--- src/hdl/ksar_pkg.sv ---
package ksar_pkg;

    // key table geometry
    localparam int KEY_COUNT = 256;
    localparam int KEY_AW    = (KEY_COUNT > 2) ? $clog2(KEY_COUNT) : 1;
    localparam int KEY_CW    = KEY_AW + 1;
    localparam int KEY_IW    = (KEY_AW > 8) ? KEY_AW : 8;

    // command kinds
    localparam logic [1:0] KIND_TICK  = 2'd0;
    localparam logic [1:0] KIND_EVENT = 2'd1;
    localparam logic [1:0] KIND_READ  = 2'd2;

    // flag bits
    localparam int FLAG_PRESSED  = 0;
    localparam int FLAG_HELD     = 1;
    localparam int FLAG_RELEASED = 2;
    localparam int FLAG_REPEATED = 3;

    // register indexes
    localparam logic [7:0] REG_INITIAL_DELAY = 8'd0;
    localparam logic [7:0] REG_REPEAT_PERIOD = 8'd1;

    localparam logic [7:0] INITIAL_DELAY_RST = 8'd30;
    localparam logic [7:0] REPEAT_PERIOD_RST = 8'd10;
    localparam logic [8:0] COUNT_MAX         = 9'h1FF;

    typedef struct packed {
        logic [1:0] kind;
        logic [7:0] key_index;
        logic       pressed;
    } cmd_word_t;

    typedef struct packed {
        logic [3:0] key_flags;
        logic [7:0] repeat_timer;
        logic [8:0] repeats_this_tick;
    } rsp_word_t;

    typedef struct packed {
        logic [3:0] flags;
        logic [7:0] timer;
    } key_entry_t;

    typedef struct packed {
        logic              en;
        logic [KEY_AW-1:0] addr;
        key_entry_t        data;
    } mem_wr_t;

    typedef enum logic [2:0] {
        ST_CLEAR,
        ST_IDLE,
        ST_KEY,
        ST_TICK,
        ST_OUT
    } ksar_state_t;

endpackage

--- src/hdl/key_state_auto_repeat.sv ---
// channel | dir | handshake            | word
// cmd     | in  | cmd_valid/cmd_stall  | cmd_word (kind, key_index, pressed)
// rsp     | out | rsp_valid/rsp_stall  | rsp_word (key_flags, repeat_timer, repeats_this_tick)
// cfg     | in  | cfg_valid/cfg_ready  | cfg_index, cfg_data
//
// A frame tick walks the key table memory one entry per cycle, read and write
// overlapped through the update unit, before its response is loaded.
// A key event or read passes an update and write state, then the response state;
// its memory read is issued at the accepting edge.
// After reset a clearing pass over every entry zeroes the table; no command is
// taken meanwhile, configuration writes are. A command is taken only in idle;
// a stalled response holds the sequencer until the response register frees.
module key_state_auto_repeat
(
    input  logic                clk,
    input  logic                rst_n,
    input  logic                cmd_valid,
    output logic                cmd_stall,
    input  ksar_pkg::cmd_word_t cmd_word,
    output logic                rsp_valid,
    input  logic                rsp_stall,
    output ksar_pkg::rsp_word_t rsp_word,
    input  logic                cfg_valid,
    output logic                cfg_ready,
    input  logic [7:0]          cfg_index,
    input  logic [7:0]          cfg_data
);

    localparam int AW = ksar_pkg::KEY_AW;
    localparam int CW = ksar_pkg::KEY_CW;
    localparam int IW = ksar_pkg::KEY_IW;

    ksar_pkg::ksar_state_t state_reg, state_next;

    logic [7:0]           initial_delay_reg, initial_delay_next;
    logic [7:0]           repeat_period_reg, repeat_period_next;
    logic [CW-1:0]        idx_reg, idx_next;
    logic [AW-1:0]        proc_idx_reg, proc_idx_next;
    logic                 proc_vld_reg, proc_vld_next;
    logic [1:0]           kind_reg, kind_next;
    logic                 press_reg, press_next;
    logic                 key_ok_reg, key_ok_next;
    logic [8:0]           count_reg, count_next;
    ksar_pkg::rsp_word_t  res_reg, res_next;
    logic                 rsp_valid_reg, rsp_valid_next;
    ksar_pkg::rsp_word_t  rsp_word_reg, rsp_word_next;

    ksar_pkg::mem_wr_t    mem_wr;
    logic [AW-1:0]        rd_addr;
    ksar_pkg::key_entry_t rd_data;
    ksar_pkg::key_entry_t upd_entry;
    logic                 upd_repeated;
    logic                 upd_tick;
    logic                 upd_event;

    logic                 cmd_take;
    logic                 rsp_load;
    logic                 issue;
    logic                 walk_done;
    logic                 clear_done;
    logic                 cmd_key_ok;
    logic [IW-1:0]        cmd_key_ext;

    assign cmd_take    = cmd_valid && !cmd_stall;
    assign rsp_load    = (state_reg == ksar_pkg::ST_OUT) && (!rsp_valid_reg || !rsp_stall);
    assign issue       = idx_reg != CW'(ksar_pkg::KEY_COUNT);
    assign walk_done   = !issue && !proc_vld_reg;
    assign clear_done  = idx_reg == CW'(ksar_pkg::KEY_COUNT - 1);
    assign cmd_key_ok  = 32'(cmd_word.key_index) < ksar_pkg::KEY_COUNT;
    assign cmd_key_ext = IW'(cmd_word.key_index);

    assign cmd_stall = state_reg != ksar_pkg::ST_IDLE;
    assign cfg_ready = 1'b1;
    assign rsp_valid = rsp_valid_reg;
    assign rsp_word  = rsp_word_reg;

    // key table and update unit
    ksar_mem u_mem
    (
        .clk     (clk),
        .wr      (mem_wr),
        .rd_addr (rd_addr),
        .rd_data (rd_data)
    );

    ksar_unit u_unit
    (
        .entry         (rd_data),
        .tick_op       (upd_tick),
        .event_en      (upd_event),
        .pressed       (press_reg),
        .initial_delay (initial_delay_reg),
        .repeat_period (repeat_period_reg),
        .result        (upd_entry),
        .repeated      (upd_repeated)
    );

    assign upd_tick  = state_reg == ksar_pkg::ST_TICK;
    assign upd_event = kind_reg == ksar_pkg::KIND_EVENT;

    // sequencer next state
    always_comb
    begin
        state_next = state_reg;
        unique case (state_reg)
            ksar_pkg::ST_CLEAR:
            begin
                if (clear_done)
                begin
                    state_next = ksar_pkg::ST_IDLE;
                end
            end
            ksar_pkg::ST_IDLE:
            begin
                if (cmd_take)
                begin
                    unique case (cmd_word.kind) inside
                        ksar_pkg::KIND_TICK:  state_next = ksar_pkg::ST_TICK;
                        ksar_pkg::KIND_EVENT,
                        ksar_pkg::KIND_READ:  state_next = ksar_pkg::ST_KEY;
                        default:              state_next = ksar_pkg::ST_OUT;
                    endcase
                end
            end
            ksar_pkg::ST_KEY:
            begin
                state_next = ksar_pkg::ST_OUT;
            end
            ksar_pkg::ST_TICK:
            begin
                if (walk_done)
                begin
                    state_next = ksar_pkg::ST_OUT;
                end
            end
            ksar_pkg::ST_OUT:
            begin
                if (rsp_load)
                begin
                    state_next = ksar_pkg::ST_IDLE;
                end
            end
            default:
            begin
                state_next = ksar_pkg::ST_IDLE;
            end
        endcase
    end

    // sequencer outputs and datapath
    always_comb
    begin
        idx_next      = idx_reg;
        proc_idx_next = proc_idx_reg;
        proc_vld_next = 1'b0;
        kind_next     = kind_reg;
        press_next    = press_reg;
        key_ok_next   = key_ok_reg;
        count_next    = count_reg;
        res_next      = res_reg;
        rd_addr       = cmd_key_ext[AW-1:0];
        mem_wr.en     = 1'b0;
        mem_wr.addr   = proc_idx_reg;
        mem_wr.data   = upd_entry;
        unique case (state_reg)
            ksar_pkg::ST_CLEAR:
            begin
                mem_wr.en   = 1'b1;
                mem_wr.addr = idx_reg[AW-1:0];
                mem_wr.data = '0;
                idx_next    = clear_done ? '0 : idx_reg + CW'(1);
            end
            ksar_pkg::ST_IDLE:
            begin
                if (cmd_take)
                begin
                    kind_next     = cmd_word.kind;
                    press_next    = cmd_word.pressed;
                    key_ok_next   = cmd_key_ok;
                    proc_idx_next = cmd_key_ext[AW-1:0];
                    idx_next      = '0;
                    count_next    = '0;
                    res_next      = '0;
                end
            end
            ksar_pkg::ST_KEY:
            begin
                mem_wr.en = upd_event && key_ok_reg;
                if (key_ok_reg)
                begin
                    res_next.key_flags    = upd_entry.flags;
                    res_next.repeat_timer = upd_entry.timer;
                end
            end
            ksar_pkg::ST_TICK:
            begin
                // read one key ahead while the previous one is written back
                rd_addr       = idx_reg[AW-1:0];
                proc_vld_next = issue;
                if (issue)
                begin
                    idx_next      = idx_reg + CW'(1);
                    proc_idx_next = idx_reg[AW-1:0];
                end
                if (proc_vld_reg)
                begin
                    mem_wr.en = 1'b1;
                    if (upd_repeated && (count_reg != ksar_pkg::COUNT_MAX))
                    begin
                        count_next = count_reg + 9'd1;
                    end
                end
                if (walk_done)
                begin
                    res_next.repeats_this_tick = count_reg;
                end
            end
            ksar_pkg::ST_OUT:
            begin
            end
            default:
            begin
            end
        endcase
    end

    // response register
    always_comb
    begin
        rsp_word_next  = rsp_word_reg;
        rsp_valid_next = rsp_valid_reg && rsp_stall;
        if (rsp_load)
        begin
            rsp_word_next  = res_reg;
            rsp_valid_next = 1'b1;
        end
    end

    // configuration registers
    always_comb
    begin
        initial_delay_next = initial_delay_reg;
        repeat_period_next = repeat_period_reg;
        if (cfg_valid && cfg_ready)
        begin
            unique case (cfg_index)
                ksar_pkg::REG_INITIAL_DELAY: initial_delay_next = cfg_data;
                ksar_pkg::REG_REPEAT_PERIOD: repeat_period_next = cfg_data;
                default:
                begin
                end
            endcase
        end
    end

    // control registers
    always_ff @(posedge clk or negedge rst_n)
    begin
        if (!rst_n)
        begin
            state_reg         <= ksar_pkg::ST_CLEAR;
            idx_reg           <= '0;
            proc_vld_reg      <= 1'b0;
            count_reg         <= '0;
            rsp_valid_reg     <= 1'b0;
            initial_delay_reg <= ksar_pkg::INITIAL_DELAY_RST;
            repeat_period_reg <= ksar_pkg::REPEAT_PERIOD_RST;
        end
        else
        begin
            state_reg         <= state_next;
            idx_reg           <= idx_next;
            proc_vld_reg      <= proc_vld_next;
            count_reg         <= count_next;
            rsp_valid_reg     <= rsp_valid_next;
            initial_delay_reg <= initial_delay_next;
            repeat_period_reg <= repeat_period_next;
        end
    end

    // payload registers
    always_ff @(posedge clk)
    begin
        proc_idx_reg <= proc_idx_next;
        kind_reg     <= kind_next;
        press_reg    <= press_next;
        key_ok_reg   <= key_ok_next;
        res_reg      <= res_next;
        rsp_word_reg <= rsp_word_next;
    end

`ifndef SYNTHESIS
    // tick walk hands over to the response stage once the last key is written
    assert property (@(posedge clk) disable iff (!rst_n)
        (state_reg == ksar_pkg::ST_TICK) && walk_done |=> state_reg == ksar_pkg::ST_OUT)
        else $error("tick walk did not finish");

    // repeat count never exceeds keys issued so far
    assert property (@(posedge clk) disable iff (!rst_n)
        state_reg == ksar_pkg::ST_TICK |-> 32'(count_reg) <= 32'(idx_reg))
        else $error("repeat count ahead of walk");

    // a new response word only comes from the response stage
    assert property (@(posedge clk) disable iff (!rst_n)
        $rose(rsp_valid_reg) |-> $past(state_reg) == ksar_pkg::ST_OUT)
        else $error("response without response stage");

    // key table untouched while idle
    assert property (@(posedge clk) disable iff (!rst_n)
        state_reg == ksar_pkg::ST_IDLE |-> !mem_wr.en)
        else $error("table write while idle");
`endif

endmodule

--- src/hdl/ksar_mem.sv ---
module ksar_mem
(
    input  logic                           clk,
    input  ksar_pkg::mem_wr_t              wr,
    input  logic [ksar_pkg::KEY_AW-1:0]    rd_addr,
    output ksar_pkg::key_entry_t           rd_data
);

    ksar_pkg::key_entry_t mem_array [ksar_pkg::KEY_COUNT];
    ksar_pkg::key_entry_t rd_data_reg;

    // write port
    always_ff @(posedge clk)
    begin
        if (wr.en)
        begin
            mem_array[wr.addr] <= wr.data;
        end
    end

    // registered read port
    always_ff @(posedge clk)
    begin
        rd_data_reg <= mem_array[rd_addr];
    end

    assign rd_data = rd_data_reg;

endmodule

--- src/hdl/ksar_unit.sv ---
module ksar_unit
(
    input  ksar_pkg::key_entry_t entry,
    input  logic                 tick_op,
    input  logic                 event_en,
    input  logic                 pressed,
    input  logic [7:0]           initial_delay,
    input  logic [7:0]           repeat_period,
    output ksar_pkg::key_entry_t result,
    output logic                 repeated
);

    logic [3:0] flags_base;
    logic [7:0] timer_inc;

    assign flags_base = entry.flags & ~(4'd1 << ksar_pkg::FLAG_REPEATED);
    assign timer_inc  = entry.timer + 8'd1;

    // per-key update, shared by frame ticks and key events
    always_comb
    begin
        result   = entry;
        repeated = 1'b0;
        if (tick_op)
        begin
            result.flags = flags_base;
            if (flags_base[ksar_pkg::FLAG_RELEASED])
            begin
                result.flags = 4'd0;
                result.timer = 8'd0;
            end
            else if (flags_base[ksar_pkg::FLAG_PRESSED])
            begin
                result.flags = 4'd1 << ksar_pkg::FLAG_HELD;
                result.timer = 8'd1;
            end
            else if (flags_base[ksar_pkg::FLAG_HELD])
            begin
                result.timer = timer_inc;
                if (timer_inc > initial_delay)
                begin
                    result.flags = flags_base | (4'd1 << ksar_pkg::FLAG_REPEATED);
                    result.timer = initial_delay - repeat_period;
                    repeated     = 1'b1;
                end
            end
        end
        else if (event_en)
        begin
            if (pressed)
            begin
                result.flags = entry.flags | (4'd1 << ksar_pkg::FLAG_PRESSED);
            end
            else
            begin
                result.flags = entry.flags | (4'd1 << ksar_pkg::FLAG_RELEASED);
            end
        end
    end

endmodule

--- config.mk ---
export PLATFORM = sky130hd
export DESIGN_NAME = key_state_auto_repeat
export DESIGN_NICKNAME = d
export VERILOG_FILES = /design/src/hdl/ksar_pkg.sv /design/src/hdl/key_state_auto_repeat.sv /design/src/hdl/ksar_mem.sv /design/src/hdl/ksar_unit.sv
export SDC_FILE = /design/constraint.sdc
export NUM_CORES = 2
export LEC_CHECK = 0
export ABC_CLOCK_PERIOD_IN_PS = 10900
export BUFFER_PORTS_ARGS = -buffer_cell sky130_fd_sc_hd__buf_2
export CORE_MARGIN = 2
export CORE_UTILIZATION = 35
export DETAILED_ROUTE_END_ITERATION = 7
export GPL_ROUTABILITY_DRIVEN = 0
export PLACE_DENSITY = 0.55
export SLEW_MARGIN = 20
export SYNTH_ARGS = -nofsm -noshare
export SYNTH_HDL_FRONTEND = slang
export SYNTH_HIERARCHICAL = 1
export SYNTH_SLANG_ARGS = --single-unit
--- constraint.sdc ---
create_clock -name clk -period 10.9 [get_ports clk]
set_input_delay 1.09 -clock clk [delete_from_list [all_inputs] [get_ports clk]]
set_output_delay 1.09 -clock clk [all_outputs]
set_load 0.02 [all_outputs]
==> metrics.cfg <==
[synthesis]
synth_ff_type = edfxtp_1
synth_seq_cells = 3176
synth-async-reset-ratio = 0.0123
synth_cells = 5948
synthesis.area_um2 = 124000
ys_types = 81
synth_edf_count = 3125
ys_seq_area_frac = 0.769
ys_warn_count = 6
syn_nets = 6003
syn_avg_cell_area_um2 = 20.8

[clock_tree]
clock-root-buffer = clkbuf_16
cts_made_buffers = 324
clk_latency_ps = 910
cts-resized-gates = 0
cts.hold.buffers_added = 0
cts.sinks = 3176
clockBufferDepth = 4
clk_pin_slew_ps = 60
postCtsSetupRepairBufs = 0
cts.htree.levels = 5
cts_tree = built

[power_and_ir_drop]
p_sw_frac = 0.305
fin_total_pwr_mw = 34.9
power.net_switching_mw = 10.7
pwr-share-seq = 0.465
p_leak_nw = 44.1
p_per_area_nw_per_um2 = 248
clkPwrFrac = 0.307
comb_power_share = 0.228
ir_worst_vdd_mv = 0.345
p_int_mw = 24.3

[routing]
drtPass1Iterations = 6
wl_um = 332000
drt-initial-drc-count = 7497
ant_nets = 0
avgRoutedWirePerCell_um = 29.5
vias_per_cell = 5.53
vias = 62300
drc = 0

[timing]
slew_violations = 0
setup_viol = 0
holdWs_ps = 334
setup_ws_ps = 4640
finalHoldViolations = 0
fin_crit_sh = 0.574
max_freq_mhz = 160
fin_setup_tns_ps = 0
tightest_slew_ps = 1210
fin_skew_ps = 51.6
slew-limit-headroom = 0.192
rsz0062_at_grt = false
min_period_ps = 6260

[floorplan]
core-area_um2 = 352000
rows = 218
dieArea_um2 = 358000
dieWidth_um = 598
initial_utilization = 0.351
io_pins = 56
die_h_um = 598

[global_route]
grt_pass1_wl_um = 471000
use_met1 = 0.261
grt_max_degree = 194
overflow = 0
grt_use_met3 = 0.0316
grt_busiest_layer = met2
grt_antenna_before_repair = 12
track_usage = 0.182
use_met2 = 0.285
first_global_vias = 61900

[finish]
syn_to_final_growth_pct = 13.8
seq_area_um2 = 95100
nFillCells = 31100
multi_input_area_um2 = 26600
drive_gt1_frac = 0.253
utilization = 0.399
largest_reg_flops = 3072
nets = 6334

[worst_setup_path]
reg2reg_to = u_mem/mem_array[21][6]$_DFFE_PP_
worst-endpoint-arrival_ps = 6800
cp-start-kind = flop
rrSetupSlack_ps = 4640
crit_type = flop to flop
worstPathRequired_ps = 11440
worstPathMaxFanout = 81
end_kind = flop
reg2reg_depth = 14
regToRegStartpoint = u_mem/rd_data[0]$_DFF_P_

[placed_design]
post-place-ws_ps = 4630
dpl.hpwl_um = 200000
numPortBuffers = 54

[outcome]
status = completed

[hold_path]
hp-class = input port to async pin

[flow_run]
drv_cap = 0

==> cells in the mapped netlist, types with 6 or more instances <==
library cell	count	area [µm²]
edfxtp_1	3125	93800
mux4_2	636	14300
nor2_1	322	1210
mux2i_1	229	2290
a22oi_1	215	1610
clkbuf_1	158	593
a21oi_1	140	701
o22ai_1	92	576
buf_2	77	385
nand2_1	66	248
mux2_2	61	687
nor2b_1	54	338
o21ai_0	54	270
o221ai_1	54	473
nand3_1	43	215
inv_1	41	154
nor4_1	40	250
nor3_1	39	195
buf_6	38	428
buf_4	37	278
dfrtp_1	33	826
and2_1	25	156
ha_1	22	275
a211oi_1	20	150
a221oi_1	19	166
a22o_1	19	166
a31oi_1	17	106
nand4_1	17	106
buf_12	16	320
nand2b_1	16	100
buf_1	15	56.3
buf_8	14	210
xnor2_1	14	123
dfxtp_1	12	240
o211ai_1	12	90.1
o32ai_1	11	96.3
and3_1	10	62.6
and3b_1	8	70.1
or2_2	8	50.1
mux2_1	7	78.8
o31ai_1	7	52.6
a311oi_1	6	52.6
dfstp_2	6	158
nand3b_1	6	45.0
or3_1	6	37.5
==> critical path, cell delays in order (launching register included) <==
cell,delay [ps]
dfxtp_1,500
and3_1,200
nand3_1,130
nor2_1,170
xnor2_1,170
inv_1,80
ha_1,340
a21oi_1,200
o21ai_0,120
o22ai_1,790
a21boi_1,270
a221o_2,140
nor2b_4,800
buf_4,850
buf_4,730
==> metal layers <==
metal	wire length, µm	part of all wire
met1	141000	0.42
met2	155000	0.47
met3	27300	0.082
met4	9250	0.028
met5	40	0.00012
==> cell usage in the layout, fill, tap and decap left out, drive strengths merged, types with 10 or more instances in the layout <==
master,count
a211oi,20
a21oi,140
a221oi,20
a22o,19
a22oi,215
a31oi,17
and2,25
and3,10
buf,361
bufinv,22
clkbuf,407
clkinv,125
dfrtp,33
dfxtp,12
edfxtp,3125
ha,22
inv,53
mux2,68
mux2i,229
mux4,636
nand2,67
nand2b,16
nand3,43
nand4,17
nor2,323
nor2b,54
nor3,39
nor4,44
o211ai,12
o21ai,57
o221ai,56
o22ai,92
o32ai,11
or2,10
xnor2,14
==> cell type report <==
cell class,count,share of cell area
Sequential cell,3176,0.676
Clock buffer,407,0.0616
Antenna cell,4,0.0000712
Timing Repair Buffer,361,0.0199
Inverter,42,0.00112
Clock inverter,166,0.0101
Tap cell,4730,0.0421
Multi-Input combinational cell,2374,0.189
==> power groups by stage <==
stage / sequential, mW / clock (mW) / combinational [mW]
3_3_place_gp: 16.5 / 0 / 7.76
4_1_cts: 16.2 / 10.9 / 7.96
3_5_place_dp: 16.5 / 0 / 7.96
2_1_floorplan: 17.2 / 0 / 4.46
6_report: 16.2 / 10.7 / 7.97
5_1_grt: 16.3 / 11.4 / 8.46
==> kinds of logic (layout without fill, tap and decap cells) <==
kind of cell               count (synthesis)  after routing  synth area share
AOI/OAI and AO/OA                        712            712            0.0397
xor gates and xnor gates                  18             18           0.00128
adders and majority gates                 23             23           0.00239
buffers and inverters                    398            976            0.0197
DFF                                     3176           3176             0.769
muxes                                    933            933             0.141
other                                      1              5         0.0000303
and+or+nand+nor                          687            687            0.0273
==> worst max-delay path by stage <==
stage | startpoint | end | slack, ps
after floorplan | u_mem/rd_data[0]$_DFF_P_ | u_mem/mem_array[0][0]$_DFFE_PP_ | 870
after global placement | u_mem/rd_data[0]$_DFF_P_ | u_mem/mem_array[20][6]$_DFFE_PP_ | 4640
after detailed placement | state_reg[0]$_DFFE_PN0P_ | u_mem/rd_data[2]$_DFF_P_ | 4630
after CTS | state_reg[0]$_DFFE_PN0P_ | u_mem/rd_data[2]$_DFF_P_ | 4610
after global routing | u_mem/rd_data[0]$_DFF_P_ | u_mem/mem_array[21][6]$_DFFE_PP_ | 4330
final | u_mem/rd_data[0]$_DFF_P_ | u_mem/mem_array[21][6]$_DFFE_PP_ | 4640
==> metrics by stage <==
step | std cells | area [µm²]
2_1_floorplan | 5948 | 124000
3_3_place_gp | 10700 | 130000
3_5_place_dp | 10700 | 130000
4_1_cts | 11300 | 140000
5_1_grt | 11300 | 141000
6_report | 11300 | 141000
No activity file was read; power rests on OpenSTA's default activity.
